===== config.mk =====
export PLATFORM = sky130hd
export DESIGN_NAME = adaptive_ema_pot_filter_flat
export DESIGN_NICKNAME = d
export VERILOG_FILES = /design/src/sv/aep_pkg.sv /design/src/sv/aep_if.sv /design/src/sv/adaptive_ema_pot_filter.sv /design/src/flat_wrapper.sv
export SDC_FILE = /design/constraint.sdc
export NUM_CORES = 1
export LEC_CHECK = 0
export BUFFER_PORTS_ARGS = -buffer_cell sky130_fd_sc_hd__buf_2
export CAP_MARGIN = 25
export CORE_MARGIN = 3
export CORE_UTILIZATION = 60
export CTS_CLUSTER_DIAMETER = 120
export DETAILED_ROUTE_END_ITERATION = 10
export GPL_TIMING_DRIVEN = 1
export PLACE_DENSITY = 0.82
export SLEW_MARGIN = 40
export SYNTH_ARGS = -nofsm -noshare
export SYNTH_HDL_FRONTEND = slang
export SYNTH_SLANG_ARGS = --single-unit

===== constraint.sdc =====
create_clock -name clk_i -period 29.6 [get_ports clk_i]
set_input_delay 5.92 -clock clk_i [delete_from_list [all_inputs] [get_ports clk_i]]
set_output_delay 5.92 -clock clk_i [all_outputs]
set_load 0.02 [all_outputs]

===== src/sv/aep_pkg.sv =====
// ----------------------------------------------------------------------------
// aep_pkg
// Types and constants shared by the adaptive knob smoothing filter.
// ----------------------------------------------------------------------------
package aep_pkg;

  localparam int NUM_SLOTS      = 6;
  localparam int KNOBS_PER_BANK = NUM_SLOTS / 2;
  localparam int SLOT_W         = $clog2(NUM_SLOTS);
  localparam int KIDX_W         = (KNOBS_PER_BANK > 1) ? $clog2(KNOBS_PER_BANK) : 1;

  localparam int KNOB_W   = 2;
  localparam int SAMPLE_W = 15;
  localparam int COARSE_W = 7;
  localparam int CFG_IDX_W = 2;

  localparam int SPEED_SHIFT = 4;
  localparam int WSUM_W      = SAMPLE_W + SPEED_SHIFT + 1;

  localparam logic [SAMPLE_W-1:0] ALPHA_RESET  = 15'd2213;
  localparam logic [SAMPLE_W-1:0] THRESH_RESET = 15'd256;
  localparam logic [SAMPLE_W-1:0] TOP_LEVEL    = 15'h7FE0;
  localparam logic [SAMPLE_W-1:0] TOP_BIAS     = 15'h001F;
  localparam logic [SAMPLE_W-1:0] WEIGHT_MAX   = 15'h7FFF;

  typedef enum logic [CFG_IDX_W-1:0] {
    CFG_ALPHA_BASE     = 2'd0,
    CFG_MOVE_THRESHOLD = 2'd1
  } cfg_reg_e;

  typedef struct packed {
    logic [KNOB_W-1:0]   knob;
    logic                bank;
    logic [SAMPLE_W-1:0] raw_sample;
  } in_item_t;

  typedef struct packed {
    logic [SAMPLE_W-1:0] filtered;
    logic                moved;
    logic [COARSE_W-1:0] coarse;
  } out_item_t;

  typedef struct packed {
    logic [CFG_IDX_W-1:0] index;
    logic [SAMPLE_W-1:0]  wdata;
  } cfg_item_t;

endpackage


===== src/sv/aep_if.sv =====
// ----------------------------------------------------------------------------
// aep_if
// Valid/ready channels of the adaptive knob smoothing filter.
// ----------------------------------------------------------------------------
interface aep_in_if;
  import aep_pkg::*;
  logic     valid;
  logic     ready;
  in_item_t req;
  modport source (output valid, output req, input ready);
  modport sink   (input valid, input req, output ready);
endinterface

interface aep_out_if;
  import aep_pkg::*;
  logic      valid;
  logic      ready;
  out_item_t req;
  modport source (output valid, output req, input ready);
  modport sink   (input valid, input req, output ready);
endinterface

interface aep_cfg_if;
  import aep_pkg::*;
  logic      valid;
  logic      ready;
  cfg_item_t req;
  modport source (output valid, output req, input ready);
  modport sink   (input valid, input req, output ready);
endinterface


===== src/sv/adaptive_ema_pot_filter.sv =====
// ----------------------------------------------------------------------------
// adaptive_ema_pot_filter
// Speed-adaptive exponential moving average over a bank of knob samples.
// ----------------------------------------------------------------------------
// Usage:
//   in_i   carries one request per knob sample (knob, bank, raw_sample).
//   out_o  returns one request per sample: filtered value, moved flag and
//          the coarse value (filtered >> 8).
//   cfg_i  writes alpha_base (index 0) or move_threshold (index 1); other
//          indexes are dropped. cfg_i is always ready; write only while idle.
// Timing:
//   a sample is taken into the input register; its result is then registered
//   in the output register and shown on out_o. One sample per cycle is
//   sustained while out_o is not held: the input register, one 16x17 multiply
//   and the read-modify-write of the slot registers all sit in one stage.
//   the state is read and written in that stage, so back-to-back samples
//   on the same knob see each other's updates with no extra wait.
// Reset:
//   all filtered slots and previous samples clear to zero, alpha_base and
//   move_threshold return to their defaults, both channels empty.
// Stall:
//   while out_o is held, a result waits in the output register and one more
//   sample is taken into the input register; in_i then drops ready.
// ----------------------------------------------------------------------------
module adaptive_ema_pot_filter import aep_pkg::*; (
  input  logic         clk_i,
  input  logic         rst_ni,
  aep_cfg_if.sink      cfg_i,
  aep_in_if.sink       in_i,
  aep_out_if.source    out_o
);

  logic [SAMPLE_W-1:0] alpha_q, thresh_q;
  logic [SAMPLE_W-1:0] smooth_q [NUM_SLOTS];
  logic [SAMPLE_W-1:0] prev_q   [KNOBS_PER_BANK];

  logic      s1_valid_q, s1_valid_d;
  in_item_t  s1_q;
  logic      out_valid_q, out_valid_d;
  out_item_t out_q, out_d;

  logic adv, in_rdy, fire, knob_ok;
  logic [KIDX_W-1:0]   kidx;
  logic [SLOT_W-1:0]   slot;
  logic [SAMPLE_W-1:0] raw, old, prev, speed, weight, nv_avg, nv, chg;
  logic [WSUM_W-1:0]   wsum;
  logic signed [SAMPLE_W:0]   diff;
  logic signed [SAMPLE_W+1:0] wt_s;
  logic signed [31:0]         prod, acc;

  // handshake
  assign adv         = !out_valid_q || out_o.ready;
  assign in_rdy      = !s1_valid_q || adv;
  assign in_i.ready  = in_rdy;
  assign fire        = s1_valid_q && adv;
  assign s1_valid_d  = in_rdy ? in_i.valid : s1_valid_q;
  assign out_valid_d = adv ? s1_valid_q : out_valid_q;
  assign out_o.valid = out_valid_q;
  assign out_o.req   = out_q;
  assign cfg_i.ready = 1'b1;

  // slot select
  assign knob_ok = (32'(s1_q.knob) < KNOBS_PER_BANK);
  assign kidx    = KIDX_W'(s1_q.knob);
  assign slot    = s1_q.bank ? SLOT_W'(KNOBS_PER_BANK) + SLOT_W'(s1_q.knob)
                             : SLOT_W'(s1_q.knob);
  assign raw     = s1_q.raw_sample;
  assign old     = smooth_q[slot];
  assign prev    = prev_q[kidx];

  // speed-boosted weight
  assign speed  = (raw >= prev) ? raw - prev : prev - raw;
  assign wsum   = WSUM_W'(alpha_q) + {1'b0, speed, {SPEED_SHIFT{1'b0}}};
  assign weight = (|wsum[WSUM_W-1:SAMPLE_W]) ? WEIGHT_MAX : wsum[SAMPLE_W-1:0];

  // old + floor((raw - old) * weight / 2^15)
  assign diff   = $signed({1'b0, raw}) - $signed({1'b0, old});
  assign wt_s   = $signed({2'b00, weight});
  assign prod   = 32'(diff) * 32'(wt_s);
  assign acc    = prod + $signed({2'b00, old, {SAMPLE_W{1'b0}}});
  assign nv_avg = acc[2*SAMPLE_W-1:SAMPLE_W];
  assign nv     = (raw >= TOP_LEVEL) ? (nv_avg | TOP_BIAS) : nv_avg;
  assign chg    = (nv >= old) ? nv - old : old - nv;

  always_comb begin
    out_d = '0;
    if (knob_ok) begin
      out_d.filtered = nv;
      out_d.moved    = (chg >= thresh_q);
      out_d.coarse   = nv[SAMPLE_W-1:SAMPLE_W-COARSE_W];
    end
  end

  always_ff @(posedge clk_i or negedge rst_ni) begin
    if (!rst_ni) begin
      s1_valid_q  <= 1'b0;
      out_valid_q <= 1'b0;
    end else begin
      s1_valid_q  <= s1_valid_d;
      out_valid_q <= out_valid_d;
    end
  end

  always_ff @(posedge clk_i) begin
    if (in_rdy && in_i.valid) begin
      s1_q <= in_i.req;
    end
    if (fire) begin
      out_q <= out_d;
    end
  end

  // configuration registers
  always_ff @(posedge clk_i or negedge rst_ni) begin
    if (!rst_ni) begin
      alpha_q  <= ALPHA_RESET;
      thresh_q <= THRESH_RESET;
    end else if (cfg_i.valid) begin
      case (cfg_reg_e'(cfg_i.req.index))
        CFG_ALPHA_BASE:     alpha_q  <= cfg_i.req.wdata;
        CFG_MOVE_THRESHOLD: thresh_q <= cfg_i.req.wdata;
        default: ;
      endcase
    end
  end

  // slot and previous-sample state
  always_ff @(posedge clk_i or negedge rst_ni) begin
    if (!rst_ni) begin
      for (int i = 0; i < NUM_SLOTS; i++) begin
        smooth_q[i] <= '0;
      end
      for (int k = 0; k < KNOBS_PER_BANK; k++) begin
        prev_q[k] <= '0;
      end
    end else if (fire && knob_ok) begin
      smooth_q[slot] <= nv;
      prev_q[kidx]   <= raw;
    end
  end

endmodule


===== src/flat_wrapper.sv =====
// flat-port wrapper written by rule: the top's interface ports become plain ports
module adaptive_ema_pot_filter_flat import aep_pkg::*;
  (clk_i, rst_ni, cfg_i_valid, cfg_i_req, cfg_i_ready, in_i_valid, in_i_req, in_i_ready, out_o_valid, out_o_req, out_o_ready);
  aep_cfg_if cfg_i_i ();
  aep_in_if in_i_i ();
  aep_out_if out_o_i ();
  input  logic clk_i;
  input  logic rst_ni;
  input wire logic [$bits(cfg_i_i.valid)-1:0] cfg_i_valid;
  input wire logic [$bits(cfg_i_i.req)-1:0] cfg_i_req;
  output wire logic [$bits(cfg_i_i.ready)-1:0] cfg_i_ready;
  input wire logic [$bits(in_i_i.valid)-1:0] in_i_valid;
  input wire logic [$bits(in_i_i.req)-1:0] in_i_req;
  output wire logic [$bits(in_i_i.ready)-1:0] in_i_ready;
  output wire logic [$bits(out_o_i.valid)-1:0] out_o_valid;
  output wire logic [$bits(out_o_i.req)-1:0] out_o_req;
  input wire logic [$bits(out_o_i.ready)-1:0] out_o_ready;
  assign cfg_i_i.valid = cfg_i_valid;
  assign cfg_i_i.req = cfg_i_req;
  assign cfg_i_ready = cfg_i_i.ready;
  assign in_i_i.valid = in_i_valid;
  assign in_i_i.req = in_i_req;
  assign in_i_ready = in_i_i.ready;
  assign out_o_valid = out_o_i.valid;
  assign out_o_req = out_o_i.req;
  assign out_o_i.ready = out_o_ready;
  adaptive_ema_pot_filter u_core (.clk_i(clk_i), .rst_ni(rst_ni), .cfg_i(cfg_i_i), .in_i(in_i_i), .out_o(out_o_i));
endmodule

* Word-level counts from Yosys, hierarchy flattened
Index checks and enable logic that the tools add are counted.
Cells by class: multiplexer cells 17, equality and inequality tests 1, multipliers 1, add/sub/neg operators 8, bitwise logic cells 2, $lt $le $gt $ge 9, reduce and logical (&&, ||, !) cells 13
Operators by type and width (count):
- 2-to-1 mux 15 bit | 9
- bitwise mux 90 bit | 1
- subtractor 15 bit | 4
- binary-select mux 15 bit (select 3 bit) | 1
- bitwise mux 45 bit | 1
- demux 15 bit (select 3 bit) | 1
- >= comparator 15 bit | 3
- adder 30 bit | 1
- binary-select mux 15 bit (select 2 bit) | 1
- demux 15 bit (select 2 bit) | 1
- multiplier 16 x 16 -> 30 bit | 1
- adder 15 x 19 -> 20 bit | 1
- subtractor 15 x 15 -> 16 bit | 1
- >= comparator 15 bit, second input constant | 1
- logical AND 1 bit | 5
- 2-to-1 mux 5 bit | 1
- OR reduction 5 bit | 1
- >= comparator 4 bit, second input constant | 1
- less-than comparator 4 x 1 -> 1 bit, second input constant | 1
- inverter 3 -> 4 bit | 1
- AND reduction 2 bit | 2
- adder 2 x 2 -> 3 bit, first input constant | 1
- >= comparator 3 bit, second input constant | 1
- less-than comparator 3 x 1 -> 1 bit, second input constant | 1
- other kinds (7) | 9
Word-level totals: register bits after elaboration 208, input port bits 40, logic and storage cells 70, output and inout port bits 26

* Logic depth before layout (Yosys ltp)
depth in word-level cells 15, gate-level depth with buffers 83, gate-level depth less buffers 75

* Least setup slack after synthesis
No wires, ideal clock.
kind register to register, start register u_core.s1_q, in the netlist u_core.kidx[0], end register u_core.out_q, in the netlist u_core.out_o.req[7], data pin, slack 12636 ps, arrival time 16696 ps, data required time 29333 ps, path buffers 8, period minus slack after synthesis 16964 ps, cell stages (with the launch flop) 79, setup time 267 ps, cell sequence edfxtp_1 > buf_1 > buf_1 > mux2i_1 > nor2_1 > a21oi_1 > inv_1 > ha_1 > buf_2 > nand4_1 > or4_1 > and3b_1 > buf_6 > nand2_1 > mux2_2 > a21o_1 > a21oi_1 > o21ai_0 > (+43 left out) > nor3_2 > mux2_2 > o21ai_0 > a31o_2 > a211oi_1 > xnor2_1 > ha_1 > nand4_1 > nor2_1 > o21a_1 > o21ai_0 > nand2b_1 > a21oi_1 > o21ai_0 > a21oi_1 > nor2b_1 > o21ai_0 > a211oi_1
On the way: elaborated cells on any way between the ends 27, classes of those cells add/sub (8); mul (1); order compare (4); mux (11); bitwise (2); reduce/logical (1)
RTL lines:
- from (decl) | RTL line adaptive_ema_pot_filter.sv:38 | in_item_t s1_q;
- from (signal assigned) | RTL line adaptive_ema_pot_filter.sv:106 | s1_q <= in_i.req;
- inverter 2 -> 3 bit (not written as such) | RTL line adaptive_ema_pot_filter.sv:69 | assign prev = prev_q[kidx];
- binary-select mux 15 bit (select 2 bit) | RTL line adaptive_ema_pot_filter.sv:69
- 2-to-1 mux 15 bit (not written as such) (2 in a row) | RTL line adaptive_ema_pot_filter.sv:69
- subtractor 15 bit / >= comparator 15 bit (equally long branches) | RTL line adaptive_ema_pot_filter.sv:72 | assign speed = (raw >= prev) ? raw - prev : prev - raw;
- 2-to-1 mux 15 bit | RTL line adaptive_ema_pot_filter.sv:72
- adder 15 x 19 -> 20 bit | RTL line adaptive_ema_pot_filter.sv:73 | assign wsum = WSUM_W'(alpha_q) + {1'b0, speed, {SPEED_SHIFT{1'b0}}};
- OR reduction 5 bit | RTL line adaptive_ema_pot_filter.sv:74 | assign weight = (|wsum[WSUM_W-1:SAMPLE_W]) ? WEIGHT_MAX : wsum[SAMPLE_W-1:0];
- 2-to-1 mux 15 bit | RTL line adaptive_ema_pot_filter.sv:74
- multiplier 16 x 16 -> 30 bit | RTL line adaptive_ema_pot_filter.sv:79 | assign prod = 32'(diff) * 32'(wt_s);
- adder 30 bit (*) | RTL line adaptive_ema_pot_filter.sv:80 | assign acc = prod + $signed({2'b00, old, {SAMPLE_W{1'b0}}});
- via u_core.acc[26] | RTL line adaptive_ema_pot_filter.sv:49 | logic signed [31:0] prod, acc;
- subtractor 15 bit / >= comparator 15 bit (equally long branches) | RTL line adaptive_ema_pot_filter.sv:83 | assign chg = (nv >= old) ? nv - old : old - nv;
- 2-to-1 mux 15 bit (*) | RTL line adaptive_ema_pot_filter.sv:83
- >= comparator 15 bit (*) | RTL line adaptive_ema_pot_filter.sv:89 | out_d.moved = (chg >= thresh_q);
- to (signal assigned) | RTL line adaptive_ema_pot_filter.sv:109 | out_q <= out_d;
- to (decl) | RTL line adaptive_ema_pot_filter.sv:40 | out_item_t out_q, out_d;
Mark *: on every way through the listed nets, which the timed path passes. The rest lies on a longest branch. The select of a mux whose other input is x is not followed. A chain may end at the register's enable or synchronous reset.

* Final worst setup path
start register u_core.s1_q, in the netlist u_core.kidx[1], end register u_core.out_q, in the netlist u_core.out_o.req[7], data pin
Same word-level chain as after synthesis.

==> impl_metrics.py <==
metrics = {
    "worst_setup_path": {
        "path_common_cell": "inv_1",
        "crit_start": "u_core.kidx[1]$_DFFE_PP_",
        "crit_end": "u_core.out_o.req[7]$_SDFFCE_PP0P_",
        "cp-end-kind": "flip-flop",
        "rr_worst_depth": 75,
        "slowest_stage": "edfxtp_1",
        "r2r_slack_ns": 10.15,
        "critPathLaunchType": "flip-flop",
        "critical-path-max-stage-delay_ns": 0.80,
        "worstPathRequired_ns": 29.83,
        "cp.arrival_ns": 19.69,
        "r2r_start": "u_core.kidx[1]$_DFFE_PP_",
        "crit_type": "reg2reg",
        "cp_max_fo": 42,
        "reg2reg_to": "u_core.out_o.req[7]$_SDFFCE_PP0P_",
    },
    "routing": {
        "vias": 17390,
        "dr.pass1.iters": 5,
        "routed_via_density": 5.912,
        "wl_per_cell_um": 20.09,
        "ant_nets": 0,
        "first_iter_violations": 1346,
        "drc_errors": 0,
        "routed_wl_mm": 59.12,
    },
    "logic_synthesis": {
        "ys_top_cells_by_area": "fa_1 (23%), dfrtp_1 (18%), ha_1 (11%), inv_1 (7.1%), nand2_1 (5.2%)",
        "synth_enable_flop_cells": 34,
        "netlist.top_cell.by_area": "fa_1",
        "yosysUniqueCellTypes": 87,
        "synth-main-ff-cell": "dfrtp_1",
        "synth_area_per_cell_um2": 9.054,
        "yosys_warnings": 0,
        "synth_fp_nets": 2930,
        "syn_inst": 2446,
        "synth_area_mm2": 0.02215,
        "yosysTopAreaCellShare_pct": 22.78,
        "synthArstFlopShare_pct": 83.08,
        "ys_seq_area_share_pct": 23.51,
        "synth_seq_cells": 201,
    },
    "layout": {
        "mostFrequentLayoutCell": "inv_1",
        "drive_gt1_share_pct": 10.60,
        "antennaDiodeCount": 0,
        "nets": 2951,
        "final_area_mm2": 0.02377,
        "postLayoutCoreUtil_pct": 66.01,
        "synthToLayoutAreaGrowth_pct": 7.311,
        "most-common-layout-cells": "inv_1 (419), nand2_1 (295), fa_1 (252)",
    },
    "clock_network": {
        "clockBufferDepth": 3,
        "clk_latency_ns": 0.51,
        "cts_max_level": 1,
        "cts_tree": "done",
        "postCtsSetupBuffers": 0,
        "cts_root_buf": "clkbuf_16",
        "clk_pin_slew_ns": 0.07,
        "cts_made_buffers": 20,
        "numClockSinks": 201,
        "post_cts_resized": 0,
        "cts_hold_buf": 0,
    },
    "place": {
        "port_buffers": 64,
        "dp_hpwl_mm": 46.76,
        "place_congestion": 0.9532,
        "placedInstanceArea_mm2": 0.02297,
    },
    "timing": {
        "fin_tns_setup_ns": 0,
        "worst_pin_slew_ns": 0.8553,
        "finalCriticalPeriod_ns": 19.45,
        "clock_skew_ns": 0.01054,
        "period_share_pct": 65.73,
        "hold_violations": 0,
        "relSlewSlack_pct": 42.57,
        "slew_violations": 0,
        "setup_viol": 0,
        "fmax_mhz": 51.40,
        "rsz0062_at_grt": "no",
    },
    "floorplanning": {
        "io_pins": 66,
        "die-area_mm2": 0.03925,
        "row_count": 69,
        "initial_core_util_pct": 61.52,
        "chipHeight_um": 198.1,
        "core-area_mm2": 0.03600,
        "die_x_um": 198.1,
    },
    "global_routing": {
        "grt_first_pass_wirelength_mm": 96.99,
        "antenna_found_initial": 0,
        "globalRoute.totalOverflow": 0,
        "grt_pass1_vias": 18250,
        "track_usage_pct": 31.27,
        "grt_max_degree": 104,
    },
    "flow_run": {
        "max_cap_violations": 0,
    },
    "run_status": {
        "status": "complete, no violations",
    },
    "worst_hold_path": {
        "holdCritPathClass": "reg2reg",
    },
}
## routing by layer
layer	global-route usage (%)	wire (um)	vias to the layer above	share of wire (%)
met3	3.097	3937	130	6.7
met2	52.21	28170	713	48
met1	43.12	24760	8622	42
met5	0	0	-	0
li1	-	-	7927	-
met4	10.85	2250	0	3.8
## cells by family after synthesis
group	after synthesis	synth area share, %
other	1	0.01693
and+or+nand+nor	652	13.19
buffers and inverters	522	9.152
xor gates and xnor gates	81	3.271
AOI/OAI and AO/OA	484	14.24
adders and majority gates	444	33.63
DFF	201	23.51
muxes	61	2.989
## critical path, delay by kind of cell (launching register included)
family	cells	cell delay [ns]
buffers and inverters	9	1.26
XOR/XNOR	3	0.98
flip-flops	1	0.80
multiplexers	1	0.28
AND/OR/NAND/NOR	21	4.35
AO/OA/AOI/OAI	30	6.88
adder cells (fa/ha/maj)	11	4.58
## layout make-up
class,instances,area (um^2)
multi-input cells,1723,15080
repair buffers,102,639.4
clock inverters,10,132.6
well taps,461,576.8
fillers,2889,12240
clock buffers,26,554.3
inverters,419,1573
flip-flops and latches,201,5207
## state kept, by name, summed over array words and instances (netlist names), 2 cells and up
register	flops
u_core.smooth_q	90
u_core.prev_q	45
u_core.out_o.req	16
u_core.alpha_q	15
u_core.raw	15
u_core.thresh_q	15
u_core.kidx	2
## metrics by stage
step           hold WS (ns)  setup WS [ns]  std cells
6_report             0.4787          10.15       2942
5_1_grt              0.4965          8.593       2942
4_1_cts              0.4798          10.01       2940
3_5_place_dp         0.4646          10.10       2904
3_3_place_gp         0.4612          10.24       2904
2_1_floorplan        0.4492          12.64       2446
## synth_stat cells, types with 14 or more instances
master    count
nand4_1      14
mux2i_1      22
fa_1        252
clkbuf_1     79
o21a_1       15
a22oi_1      14
a21o_1       35
nand2b_1     25
inv_1       419
or2_2        16
a22o_1       15
dfrtp_1     161
nand2_1     304
mux2_2       38
o21ai_0     165
a21oi_1      99
xor2_1       22
and2_1       25
nor2_1      174
ha_1        192
nor2b_1      30
a211oi_1     24
xnor2_1      57
edfxtp_1     34
## worst min path at each step
stage | start | endpoint | slack [ns] | cells past startpoint
after floorplan | u_core.prev_q[30]$_DFFE_PN0P_ | u_core.prev_q[30]$_DFFE_PN0P_ | 0.45 | 2
after CTS | u_core.smooth_q[85]$_DFFE_PN0P_ | u_core.smooth_q[85]$_DFFE_PN0P_ | 0.48 | 2
final | u_core.smooth_q[25]$_DFFE_PN0P_ | u_core.smooth_q[25]$_DFFE_PN0P_ | 0.48 | 2
after global routing | u_core.smooth_q[36]$_DFFE_PN0P_ | u_core.smooth_q[36]$_DFFE_PN0P_ | 0.50 | 2
after global placement | u_core.prev_q[27]$_DFFE_PN0P_ | u_core.prev_q[27]$_DFFE_PN0P_ | 0.46 | 2
after detailed placement | u_core.smooth_q[85]$_DFFE_PN0P_ | u_core.smooth_q[85]$_DFFE_PN0P_ | 0.46 | 2
Power is left out: the tool's default activity adds up to more than one toggle a clock period on the data nets, which glitch-free logic cannot reach.
